## config.mk

```make
export PLATFORM = sky130hd
export DESIGN_NAME = bracketed_hex_byte_parser_unit
export DESIGN_NICKNAME = d
export VERILOG_FILES = /design/src/design/bhp_pkg.sv /design/src/design/bhp_core.sv /design/src/design/bracketed_hex_byte_parser_unit.sv
export SDC_FILE = /design/constraint.sdc
export NUM_CORES = 1
export LEC_CHECK = 0
export ABC_AREA = 1
export BUFFER_PORTS_ARGS = -buffer_cell sky130_fd_sc_hd__clkbuf_2
export CAP_MARGIN = 20
export CORE_MARGIN = 1
export CORE_UTILIZATION = 60
export DETAILED_ROUTE_END_ITERATION = 16
export GPL_TIMING_DRIVEN = 1
export PLACE_DENSITY = 0.89
export SYNTH_ARGS = -nofsm -noshare
export SYNTH_HDL_FRONTEND = slang
export SYNTH_HIERARCHICAL = 1
export SYNTH_SLANG_ARGS = --single-unit
```

## constraint.sdc

```tcl
create_clock -name clk -period 6.7 [get_ports clk]
set_input_delay 0.67 -clock clk [delete_from_list [all_inputs] [get_ports clk]]
set_output_delay 0.67 -clock clk [all_outputs]
set_load 0.02 [all_outputs]
```

## src/design/bhp_pkg.sv

```systemverilog
// ----------------------------------------------------------------------------
// bhp_pkg
// Shared types, constants and helpers for the bracketed hex byte parser.
// ----------------------------------------------------------------------------
package bhp_pkg;

  // longest message, address byte included
  localparam int MAX_MESSAGE_BYTES = 64;
  localparam int IDX_W             = $clog2(MAX_MESSAGE_BYTES + 1);

  localparam int CHAR_W  = 8;
  localparam int BYTE_W  = 8;
  localparam int POS_W   = 6;
  localparam int CNT_W   = 6;
  localparam int EVENT_W = 3;
  localparam int OUT_DATA_W = 24;

  localparam logic [CHAR_W-1:0] CH_OPEN  = 8'h5B;  // '['
  localparam logic [CHAR_W-1:0] CH_CLOSE = 8'h5D;  // ']'
  localparam logic [CHAR_W-1:0] CH_SPACE = 8'h20;  // ' '
  localparam logic [CHAR_W-1:0] CH_ZERO  = 8'h30;  // '0'
  localparam logic [CHAR_W-1:0] CH_NINE  = 8'h39;  // '9'
  localparam logic [CHAR_W-1:0] CH_LOW_A = 8'h61;  // 'a'
  localparam logic [CHAR_W-1:0] CH_LOW_F = 8'h66;  // 'f'

  typedef enum logic [EVENT_W-1:0] {
    EV_REJECT = 3'd0,
    EV_ECHO   = 3'd1,
    EV_ADDR   = 3'd2,
    EV_DATA   = 3'd3,
    EV_END    = 3'd4,
    EV_OVER   = 3'd5,
    EV_CLEAR  = 3'd6
  } event_t;

  typedef struct packed {
    logic [CHAR_W-1:0] char_code;
    logic              clear;
  } item_t;

  typedef struct packed {
    event_t            event_res;
    logic [BYTE_W-1:0] byte_value;
    logic [POS_W-1:0]  byte_position;
    logic [CNT_W-1:0]  data_count;
  } result_t;

  typedef struct packed {
    logic       ok;
    logic [3:0] value;
  } nibble_t;

  // lowercase hex digit decode
  function automatic nibble_t hex_nibble(input logic [CHAR_W-1:0] c);
    nibble_t n;
    n.ok    = 1'b0;
    n.value = 4'd0;
    if (c >= CH_ZERO && c <= CH_NINE) begin
      n.ok    = 1'b1;
      n.value = 4'(c - CH_ZERO);
    end else if (c >= CH_LOW_A && c <= CH_LOW_F) begin
      n.ok    = 1'b1;
      n.value = 4'(c - CH_LOW_A + 8'd10);
    end
    return n;
  endfunction

endpackage

```

## src/design/bhp_core.sv

```systemverilog
// ----------------------------------------------------------------------------
// bhp_core
// Parse state and next-state logic; updates state on each advanced beat.
// ----------------------------------------------------------------------------
module bhp_core import bhp_pkg::*; (
  input  logic    clk,
  input  logic    rst,
  input  logic    fire,
  input  item_t   item,
  output result_t res
);

  typedef enum logic [1:0] {
    PH_IDLE = 2'd0,
    PH_HIGH = 2'd1,
    PH_LOW  = 2'd2,
    PH_SEP  = 2'd3
  } phase_t;

  phase_t           phase, phase_next;
  logic [3:0]       high_nibble, high_nibble_next;
  logic [IDX_W-1:0] byte_index, byte_index_next;
  nibble_t          nib;

  assign nib = hex_nibble(item.char_code);

  always_comb begin
    phase_next           = phase;
    high_nibble_next     = high_nibble;
    byte_index_next      = byte_index;
    res.event_res        = EV_REJECT;
    res.byte_value       = '0;
    res.byte_position    = '0;
    res.data_count       = '0;
    if (item.clear) begin
      phase_next      = PH_IDLE;
      byte_index_next = '0;
      res.event_res   = EV_CLEAR;
    end else begin
      unique case (phase)
        PH_IDLE: begin
          if (item.char_code == CH_OPEN) begin
            phase_next    = PH_HIGH;
            res.event_res = EV_ECHO;
          end
        end
        PH_HIGH, PH_LOW: begin
          if (!nib.ok) begin
            res.event_res = EV_REJECT;
          end else if (byte_index >= IDX_W'(MAX_MESSAGE_BYTES)) begin
            phase_next      = PH_IDLE;
            byte_index_next = '0;
            res.event_res   = EV_OVER;
          end else if (phase == PH_HIGH) begin
            high_nibble_next = nib.value;
            phase_next       = PH_LOW;
            res.event_res    = EV_ECHO;
          end else begin
            phase_next        = PH_SEP;
            byte_index_next   = byte_index + IDX_W'(1);
            res.event_res     = (byte_index == '0) ? EV_ADDR : EV_DATA;
            res.byte_value    = {high_nibble, nib.value};
            res.byte_position = POS_W'(byte_index);
          end
        end
        PH_SEP: begin
          if (item.char_code == CH_SPACE) begin
            phase_next    = PH_HIGH;
            res.event_res = EV_ECHO;
          end else if (item.char_code == CH_CLOSE) begin
            phase_next      = PH_IDLE;
            byte_index_next = '0;
            res.event_res   = EV_END;
            // address byte is not counted as data
            res.data_count  = (byte_index == '0) ? '0 : CNT_W'(byte_index - IDX_W'(1));
          end
        end
        default: begin
          phase_next = PH_IDLE;
        end
      endcase
    end
  end

  always_ff @(posedge clk) begin
    if (rst) begin
      phase       <= PH_IDLE;
      high_nibble <= '0;
      byte_index  <= '0;
    end else if (fire) begin
      phase       <= phase_next;
      high_nibble <= high_nibble_next;
      byte_index  <= byte_index_next;
    end
  end

  a_reset_idle: assert property (@(posedge clk)
    rst |=> (phase == PH_IDLE && byte_index == '0))
    else $error("parser not idle after reset");

  a_index_bound: assert property (@(posedge clk) disable iff (rst)
    byte_index <= IDX_W'(MAX_MESSAGE_BYTES))
    else $error("byte index past message limit");

  a_clear_idle: assert property (@(posedge clk) disable iff (rst)
    (fire && item.clear) |=> (phase == PH_IDLE && byte_index == '0))
    else $error("clear did not return parser to idle");

  a_byte_from_low: assert property (@(posedge clk) disable iff (rst)
    (fire && (res.event_res == EV_ADDR || res.event_res == EV_DATA))
      |=> (phase == PH_SEP && byte_index == $past(byte_index) + IDX_W'(1)))
    else $error("byte completed without entering separator phase");

endmodule

```

## src/design/bracketed_hex_byte_parser_unit.sv

```systemverilog
// ----------------------------------------------------------------------------
// bracketed_hex_byte_parser_unit
// Parses "[xx xx ...]" lowercase hex messages, one character per beat.
//
//   channel  dir  tdata                                   tuser
//   s_axis   in   char_code[7:0]                          clear
//   m_axis   out  byte_value[7:0] byte_position[13:8]     event_res[2:0]
//                 data_count[19:14], zero pad [23:20]
//
// one beat in gives one beat out; a beat is accepted every cycle while m_axis does not stall
// a beat goes through the input register, then parse logic into the result register
// the result register frees as the sink takes it, so input keeps flowing
// under m_axis stalls until both registers hold a beat
// rst is synchronous and returns the parser to idle with an empty pipe
// ----------------------------------------------------------------------------
module bracketed_hex_byte_parser_unit import bhp_pkg::*; (
  input  logic                  clk,
  input  logic                  rst,
  input  logic                  s_axis_tvalid,
  output logic                  s_axis_tready,
  input  logic [CHAR_W-1:0]     s_axis_tdata,   // char_code
  input  logic                  s_axis_tuser,   // clear
  output logic                  m_axis_tvalid,
  input  logic                  m_axis_tready,
  output logic [OUT_DATA_W-1:0] m_axis_tdata,   // byte_value, byte_position, data_count
  output logic [EVENT_W-1:0]    m_axis_tuser    // event_res
);

  logic    in_valid;
  item_t   in_item;
  logic    out_valid;
  result_t out_res;
  result_t core_res;
  logic    advance;

  assign advance       = in_valid && (!out_valid || m_axis_tready);
  assign s_axis_tready = !in_valid || advance;

  always_ff @(posedge clk) begin
    if (rst) begin
      in_valid <= 1'b0;
    end else if (s_axis_tvalid && s_axis_tready) begin
      in_valid <= 1'b1;
    end else if (advance) begin
      in_valid <= 1'b0;
    end
    if (s_axis_tvalid && s_axis_tready) begin
      in_item.char_code <= s_axis_tdata;
      in_item.clear     <= s_axis_tuser;
    end
  end

  bhp_core u_core (
    .clk  (clk),
    .rst  (rst),
    .fire (advance),
    .item (in_item),
    .res  (core_res)
  );

  always_ff @(posedge clk) begin
    if (rst) begin
      out_valid <= 1'b0;
    end else if (advance) begin
      out_valid <= 1'b1;
    end else if (m_axis_tready) begin
      out_valid <= 1'b0;
    end
    if (advance) begin
      out_res <= core_res;
    end
  end

  assign m_axis_tvalid = out_valid;
  assign m_axis_tuser  = out_res.event_res;
  assign m_axis_tdata  = {4'd0, out_res.data_count, out_res.byte_position,
                          out_res.byte_value};

endmodule

```

== Word-level counts from Yosys, hierarchy flattened ==
Index checks and enable logic that the tools add are counted.
Storage, ports and cells
  bits in registers: 47
  bits in latches: 0
  bits in writable memories: 0
  memory bits (read-only): 0
  input bits: 13
  output and inout bits: 29
  word-level logic and storage cells: 87
  memories kept: 0
Operators by class
  add/sub/neg operators: 5
  multiply operators: 0
  div/mod/pow operators: 0
  magnitude comparators: 5
  eq/ne operators: 12
  shift-type cells: 0
  multiplexer cells: 29
  bitwise operators: 6
  reductions and logical operators: 19
Operators with widths (number)
  two-way mux 7 bit: 6
  equality test 8 x 7 -> 1 bit (second input constant): 2
  two-way mux 3 bit: 5
  case mux 7 bit (2 select lines): 1
  two-way mux 2 bit: 6
  AND reduction 6 bit: 2
  two-way mux 5 bit: 2
  OR reduction 5 bit: 2
  != test 3 x 2 -> 1 bit (second input constant): 3
  case mux 3 bit (3 select lines): 1
  equality test 8 x 6 -> 1 bit (second input constant): 1
  >= comparator 8 x 6 -> 1 bit (second input constant): 1
  >= comparator 8 x 7 -> 1 bit (second input constant): 1
  <= comparator 8 x 6 -> 1 bit (second input constant): 1
  <= comparator 8 x 7 -> 1 bit (second input constant): 1
  subtractor 4 x 1 -> 4 bit (second input constant): 2
  adder 7 x 1 -> 7 bit (second input constant): 1
  >= comparator 7 bit (second input constant): 1
  logical NOT 7 bit: 1
  two-way mux 1 bit: 7
  inverter 1 bit: 6
  case mux 2 bit (3 select lines): 1
  subtractor 6 x 1 -> 6 bit (second input constant): 1
  adder 4 bit (second input constant): 1
  other kinds (13): 20

== Longest topological paths before layout ==
Gate-level depths: netlist of run 1.
  word-level depth: 7
  gate-level depth with buffers: 12
  depth with buffers taken out: 12

== Hierarchy ==
Netlist of run 1, hierarchy kept.
Modules (own cells, without submodules)
  bhp_core: times used 1, cells an instance 242, area each 1420.1 um2, seq. area each 260.2 um2
  bracketed_hex_byte_parser_unit: times used 1, cells an instance 49, area each 1086.0 um2, seq. area each 1001.0 um2

== Least setup slack after synthesis of run 1 ==
Ideal clock, no wire load.
  kind: input port to flip-flop
  start point: input port m_axis_tready
  end point: register u_core.byte_index[6]
  setup time: 0.116 ns
  arrival time: 2.659 ns
  data required time: 6.584 ns
  setup slack: 3.925 ns
  stages: 6
  cell sequence: inv_1 > a21oi_1 > clkbuf_1 > nand3_1 > nand2_1 > a21oi_2
Between the ends
  word-level cells in the longest chain between the ends: 3
Ends and longest elaborated chain
  start: declaration: line bracketed_hex_byte_parser_unit.sv:24  | input logic m_axis_tready,
  logical OR 1 bit: line bracketed_hex_byte_parser_unit.sv:36  | assign advance = in_valid && (!out_valid || m_axis_tready);
  logical AND 1 bit: line bracketed_hex_byte_parser_unit.sv:36
  net advance: line bracketed_hex_byte_parser_unit.sv:34  | logic advance;
  AND reduction 6 bit (no source line)
  end signal: assignment: line bhp_core.sv:93  | byte_index <= byte_index_next;
  end: declaration: line bhp_core.sv:22  | logic [IDX_W-1:0] byte_index, byte_index_next;
The timed path passes the listed nets, and every way through them passes these cells.
A chain may end at the register's enable or synchronous reset.

== Worst setup path after layout of run 1 ==
  start point: input port m_axis_tready
  end point: register u_core.high_nibble[1]
Between the ends
  word-level cells in the longest chain between the ends: 3
Ends and longest elaborated chain
  logical OR 1 bit: line bracketed_hex_byte_parser_unit.sv:36
  logical AND 1 bit: line bracketed_hex_byte_parser_unit.sv:36
  net advance: line bracketed_hex_byte_parser_unit.sv:34
  AND reduction 6 bit (no source line)
  end signal: assignment: line bhp_core.sv:92  | high_nibble <= high_nibble_next;
  end: declaration: line bhp_core.sv:21  | logic [3:0] high_nibble, high_nibble_next;
The timed path passes the listed nets, and every way through them passes these cells.

==> results_dict.tcl, run 1 <==
set metrics [dict create \
    yosysWarningCount 6 \
    cts_buffers 5 \
    synth_compound_area_share_pct 4.04 \
    drv_cap 0 \
    grtUsageTotal_pct 23.1 \
    drc 0 \
    reg2reg_slack_ps 4750 \
    grt_setup_unrepaired "no" \
    whs_ps 515 \
    tightest_slew_ps 1040 \
    syn2layout_area_growth_pct 13.7 \
    crit_family "compound AO/OA/AOI/OAI gates" \
    cp_max_fo 37 \
    grt_start_max_net_pins 38 \
    final_max_slew_viol_count 0 \
    arrival_ps 2300 \
    ant_nets 0 \
    muxShareOfSynthArea_pct 0 \
    routed_via_density 5.25 \
    n_fill_cell 302 \
    powerDensity_nw_per_um2 235 \
    path_buf_inv 2 \
    fin_crit_ps 2060 \
    timing.critical_path.cells "clkbuf_2 -> inv_1 -> a21oi_4 -> nand3_2 -> nand2_1 -> nand2_1 -> nor2_1" \
    cts.clk_slew.worst_paths_ps 80 \
    synth-seq-cells 47 \
    core_um2 4000 \
    synth_area_um2 2510 \
    syn_inst 291 \
    required_ps 6940 \
    max_slew_margin_pct 30.4 \
    power_uw 669 \
    initial_utilization_pct 62.7 \
    final-setup-viol-count 0 \
    cts_tree "built" \
    die_y_um 66.6 \
    syn_avg_cell_area_um2 8.61 \
    dieArea_um2 4440 \
    peakVddDrop_v 0.000223 \
    ctsHtreeMaxLevel 2 \
    dr.pass1.iters 5 \
    power.leakage_uw 0.00130 \
    insertedDiodeCount 0 \
    grt_pass1_vias 1725 \
    cts_max_path_buffers 2 \
    finalCritPeriodShare_pct 30.7 \
    cts.sinks 47 \
    synth_top_family_by_area "simple AND/OR/NAND/NOR gates" \
    slowest_stage "a21oi_4" \
    dp_hpwl_um 3410 \
    synthSimpleGateAreaFrac_pct 29.7 \
    finalNetCount 352 \
    drive_above_1_share_pct 20.0 \
    end_kind "flip-flop" \
    clock_latency_ps 300 \
    slowest_delay_ps 820 \
    routedWlPerCell_um 12.2 \
    row_count 23 \
    initialDrtViolationCount 169 \
    fmax_mhz 486 \
    status "complete, no violations" \
    drt-total-wl_um 4630 \
    cts_setup_buffers 0 \
    gr-total-overflow 0 \
    vias 1995 \
    cts_hold_buffers 0 \
    ios 42 \
    port_buffers 37 \
    cpMostUsedCell "nand2_1" \
    synthAdderAreaFrac_pct 4.99 \
    hold_class "flip-flop to flip-flop" \
    finClkSkew_ps 5.24 \
    grt_pass1_wl_um 7520 \
    setup.worst_path.start_class "input port" \
    gp_congestion 0.886 \
    synth_xor_area_share_pct 2.10 \
    antenna_found_initial 0 \
    yosysSeqAreaShare_pct 50.3 \
    tns_ps 0 \
    cts-root-buf "clkbuf_8" \
    critical_path_class "input port to flip-flop" \
    finalHoldViolations 0 \
    die_w_um 66.6 \
    synth_cell_types 29 \
    post_cts_resized 0 \
]
==> worst min-delay path, stage by stage (launching register included) <==
cell,delay (ps)
dfxtp_1,330
nand3_2,100
a21oi_2,50
==> per-stage QoR <==
step / util (%) / std cells / worst slack (ps) / cell area [um^2]
6_report: 71.3 / 380 / 4640 / 2850
5_1_grt: 71.3 / 380 / 4500 / 2850
4_1_cts: 71.3 / 380 / 4680 / 2850
3_5_place_dp: 67.9 / 372 / 4400 / 2720
3_3_place_gp: 67.9 / 372 / 4470 / 2720
2_1_floorplan: - / 294 / 3920 / 2520
==> sequential cells by signal, summed over array words and instances (netlist names) <==
name	cells
m_axis_tdata	20
in_valid	1
m_axis_tvalid	1
u_core/byte_index	7
in_item	9
m_axis_tuser	3
u_core/phase	2
u_core/high_nibble	4
==> cell families after synthesis <==
group | Yosys count
AO/OA/AOI/OAI | 17
XOR/XNOR | 6
adder cells (fa/ha/maj) | 10
buffers and inverters | 51
flip-flops | 47
other | 1
AND/OR/NAND/NOR | 159
==> layout by cell type, fill, tap and decap left out, drive strengths merged <==
| master | instances |
|---|---|
| o21a | 3 |
| or2 | 1 |
| bufinv | 2 |
| edfxtp | 32 |
| xor2 | 6 |
| nor2 | 60 |
| nand3 | 21 |
| nor3 | 1 |
| nand2 | 61 |
| nand4 | 14 |
| and3 | 1 |
| conb | 4 |
| a31oi | 1 |
| inv | 42 |
| a21oi | 9 |
| dfxtp | 15 |
| clkbuf | 43 |
| o21ai | 4 |
| ha | 10 |
==> worst paths after layout <==
path                                       startpoint                            endpoint  depth (start not counted)
worst min register to register  in_valid$_SDFFE_PP0P_               in_valid$_SDFFE_PP0P_                          2
worst max-delay path                    m_axis_tready  u_core/high_nibble[1]$_SDFFE_PP0P_                          7
worst max register to register   in_item[1]$_DFFE_PP_   u_core/byte_index[1]$_SDFFE_PP0P_                         11
worst min-delay path            in_valid$_SDFFE_PP0P_               in_valid$_SDFFE_PP0P_                          2
==> metal layers <==
metal	vias up	GRT usage (%)	share of wire (%)	routed length (um)
met5	-	0	0	0
met4	0	9.57	2.1	95
met3	10	5.48	6.1	282
met2	83	40.3	50	2320
met1	900	26.9	42	1930
li1	1002	-	-	-
==> power by group <==
part | switching, uW | internal, uW
combinational | 65.0 | 30.7
sequential | 10.2 | 322
clock | 92.5 | 149
total | 168 | 502
==> synth_stat cells, drive strengths merged <==
cell type | count | share of area, %
a21oi | 9 | 2.1
a31oi | 1 | 0.25
and3 | 1 | 0.25
buf | 7 | 2.0
clkbuf | 2 | 0.30
conb | 1 | 0.15
dfxtp | 15 | 12
edfxtp | 32 | 38
ha | 10 | 5.0
inv | 42 | 6.4
nand2 | 61 | 9.4
nand3 | 21 | 5.4
nand4 | 14 | 3.5
nor2 | 60 | 11
nor3 | 1 | 0.20
o21a | 3 | 0.90
o21ai | 4 | 0.80
or2 | 1 | 0.25
xor2 | 6 | 2.1
==> final cells by class <==
type                            instances  area (um^2)  area share [%]
Multi-Input combinational cell        196         1050            36.8
Timing Repair Buffer                   37          185            6.50
Clock inverter                          2         60.1            2.11
Tap cell                               50         62.6            2.19
Sequential cell                        47         1260            44.2
Inverter                               42          160            5.62
Clock buffer                            6         72.6            2.55
Note: power is estimated with default switching activity, not from simulation.
==> run 2: changes to the inputs <==
--- a/config.mk
+++ b/config.mk
@@ -9,10 +9,10 @@
 export BUFFER_PORTS_ARGS = -buffer_cell sky130_fd_sc_hd__clkbuf_2
 export CAP_MARGIN = 20
 export CORE_MARGIN = 1
-export CORE_UTILIZATION = 60
+export CORE_UTILIZATION = 56
 export DETAILED_ROUTE_END_ITERATION = 16
 export GPL_TIMING_DRIVEN = 1
-export PLACE_DENSITY = 0.89
+export PLACE_DENSITY = 0.84
 export SYNTH_ARGS = -nofsm -noshare
 export SYNTH_HDL_FRONTEND = slang
 export SYNTH_HIERARCHICAL = 1
==> constraint.sdc (replaced) <==
create_clock -name clk -period 2 [get_ports clk]
set_input_delay 0.2 -clock clk [delete_from_list [all_inputs] [get_ports clk]]
set_output_delay 0.2 -clock clk [all_outputs]
set_load 0.02 [all_outputs]
==> results_dict.tcl, run 2 (synthesized netlist as in run 1, its figures left out) <==
set metrics [dict create \
    syn2layout_area_growth_pct 14.4 \
    final_max_slew_viol_count 0 \
    cts.sinks 47 \
    finalHoldViolations 0 \
    hold_class "input port to flip-flop" \
    routedWlPerCell_um 12.0 \
    grtUsageTotal_pct 21.6 \
    finalNonFillerCells 381 \
    mostFrequentLayoutCells "nand2_1 (57), nor2_1 (55), inv_1 (38)" \
    cts.clk_slew.worst_paths_ps 90 \
    power.leakage_uw 0.00130 \
    setup.worst_path.start_class "flip-flop" \
    powerDensity_nw_per_um2 740 \
    required_ps 2060 \
    whs_path_depth 1 \
    n_fill_cell 346 \
    grt_pass1_vias 1837 \
    critical_path_class "flip-flop to flip-flop" \
    tns_ps 0 \
    reg2regPathDepth 8 \
    final-setup-viol-count 0 \
    fmax_mhz 538 \
    ctsHtreeMaxLevel 2 \
    drive_above_1_share_pct 20.8 \
    drv_cap 0 \
    cts_buffers 5 \
    status "complete, no violations" \
    grt_pass1_wl_um 7600 \
    drc 0 \
    grt_setup_unrepaired "no" \
    initial_utilization_pct 60.5 \
    end_kind "flip-flop" \
    drt-total-wl_um 4580 \
    finalCritPeriodShare_pct 93.0 \
    die_y_um 68.9 \
    seq_area_um2 1260 \
    mostFrequentLayoutCell "nand2_1" \
    grt_start_max_net_pins 26 \
    cts-root-buf "clkbuf_8" \
    finClkSkew_ps 6.38 \
    dieArea_um2 4750 \
    ios 42 \
    initialDrtViolationCount 173 \
    crit_path_start "u_core/byte_index[0]$_SDFFE_PP0P_" \
    fin_crit_ps 1860 \
    die_w_um 68.9 \
    port_buffers 37 \
    largest_reg_flops 20 \
    reg2reg_from "u_core/byte_index[0]$_SDFFE_PP0P_" \
    arrival_ps 1920 \
    ant_nets 0 \
    cp_max_fo 6 \
    multi_input_area_um2 1070 \
    peakVddDrop_v 0.000553 \
    dp_hpwl_um 3470 \
    core_um2 4140 \
    insertedDiodeCount 0 \
    crit_end "m_axis_tuser[0]$_DFFE_PP_" \
    clock_latency_ps 300 \
    gr-total-overflow 0 \
    placed_cells 373 \
    finalNetCount 353 \
    dr.pass1.iters 5 \
    gp_congestion 0.874 \
    cts_max_path_buffers 2 \
    reg2reg_slack_ps 140 \
    row_count 23 \
    cts_tree "built" \
    antenna_found_initial 0 \
    vias 1985 \
    routed_via_density 5.21 \
    rr_endpoint "m_axis_tuser[0]$_DFFE_PP_" \
]
==> run 2: changes by cell type in the layout (fill, tap and decap cells not counted), sizes merged <==
cell	before	now
clkinv	0	2
clkbuf	43	42
bufinv	2	1
buf	0	1
==> run 2: worst max-delay path, cell delays in order, from the launching register on <==
cell	delay, ps
dfxtp_1	370
inv_1	180
ha_1	200
nand2_1	70
nor2_1	170
nand3_1	150
o21ai_0	250
a21oi_1	70
o21a_1	180
==> run 2: power breakdown <==
part           switching (uW)  total (uW)  internal [uW]
combinational             217         325            108
clock                     313         685            372
sequential               34.7        1110           1080
==> run 2: final cells by class <==
cell class / instances / share of cell area (%)
inverters: 42 / 5.58
multi-input cells: 196 / 37.2
well taps: 50 / 2.18
clock inverters: 3 / 1.53
repair buffers: 38 / 7.16
clock buffers: 5 / 2.40
flip-flops and latches: 47 / 44.0
==> run 2: how the worst min path moves through the flow <==
stage / startpoint / to / slack, ps
after CTS: s_axis_tuser / in_item[0]$_DFFE_PP_ / 60
after global routing: s_axis_tuser / in_item[0]$_DFFE_PP_ / 60
after global placement: s_axis_tdata[7] / in_item[8]$_DFFE_PP_ / 380
after detailed placement: s_axis_tdata[3] / in_item[4]$_DFFE_PP_ / 380
final: s_axis_tuser / in_item[0]$_DFFE_PP_ / 70
after floorplan: rst / in_valid$_SDFFE_PP0P_ / 260
==> run 2: metrics by stage <==
| step | setup slack (ps) | cell area (um^2) | hold WS (ps) | util, % | total power, uW |
|---|---|---|---|---|---|
| 2_1_floorplan | 88.5 | 2520 | 262 | - | 1380 |
| 3_3_place_gp | 207 | 2740 | 377 | 66.1 | 1440 |
| 3_5_place_dp | 135 | 2740 | 379 | 66.1 | 1450 |
| 4_1_cts | 124 | 2850 | 64.0 | 68.8 | 2130 |
| 5_1_grt | 10.0 | 2870 | 64.0 | 69.2 | 2210 |
| 6_report | 140 | 2870 | 71.2 | 69.2 | 2120 |
==> run 2: timing repair <==
| action | 4_1_cts | 5_1_grt |
|---|---|---|
| setup buffers | 0 | 0 |
| hold buffers | 0 | 0 |
| setup endpoints to repair | 0 | 22 |
| gates resized for setup | 0 | 3 |
==> run 2: metal layers <==
metal	GRT usage [%]	wire, um
met3	3.45	287
met2	36.7	2230
met5	0	0
met4	10.2	76
met1	26.7	1990
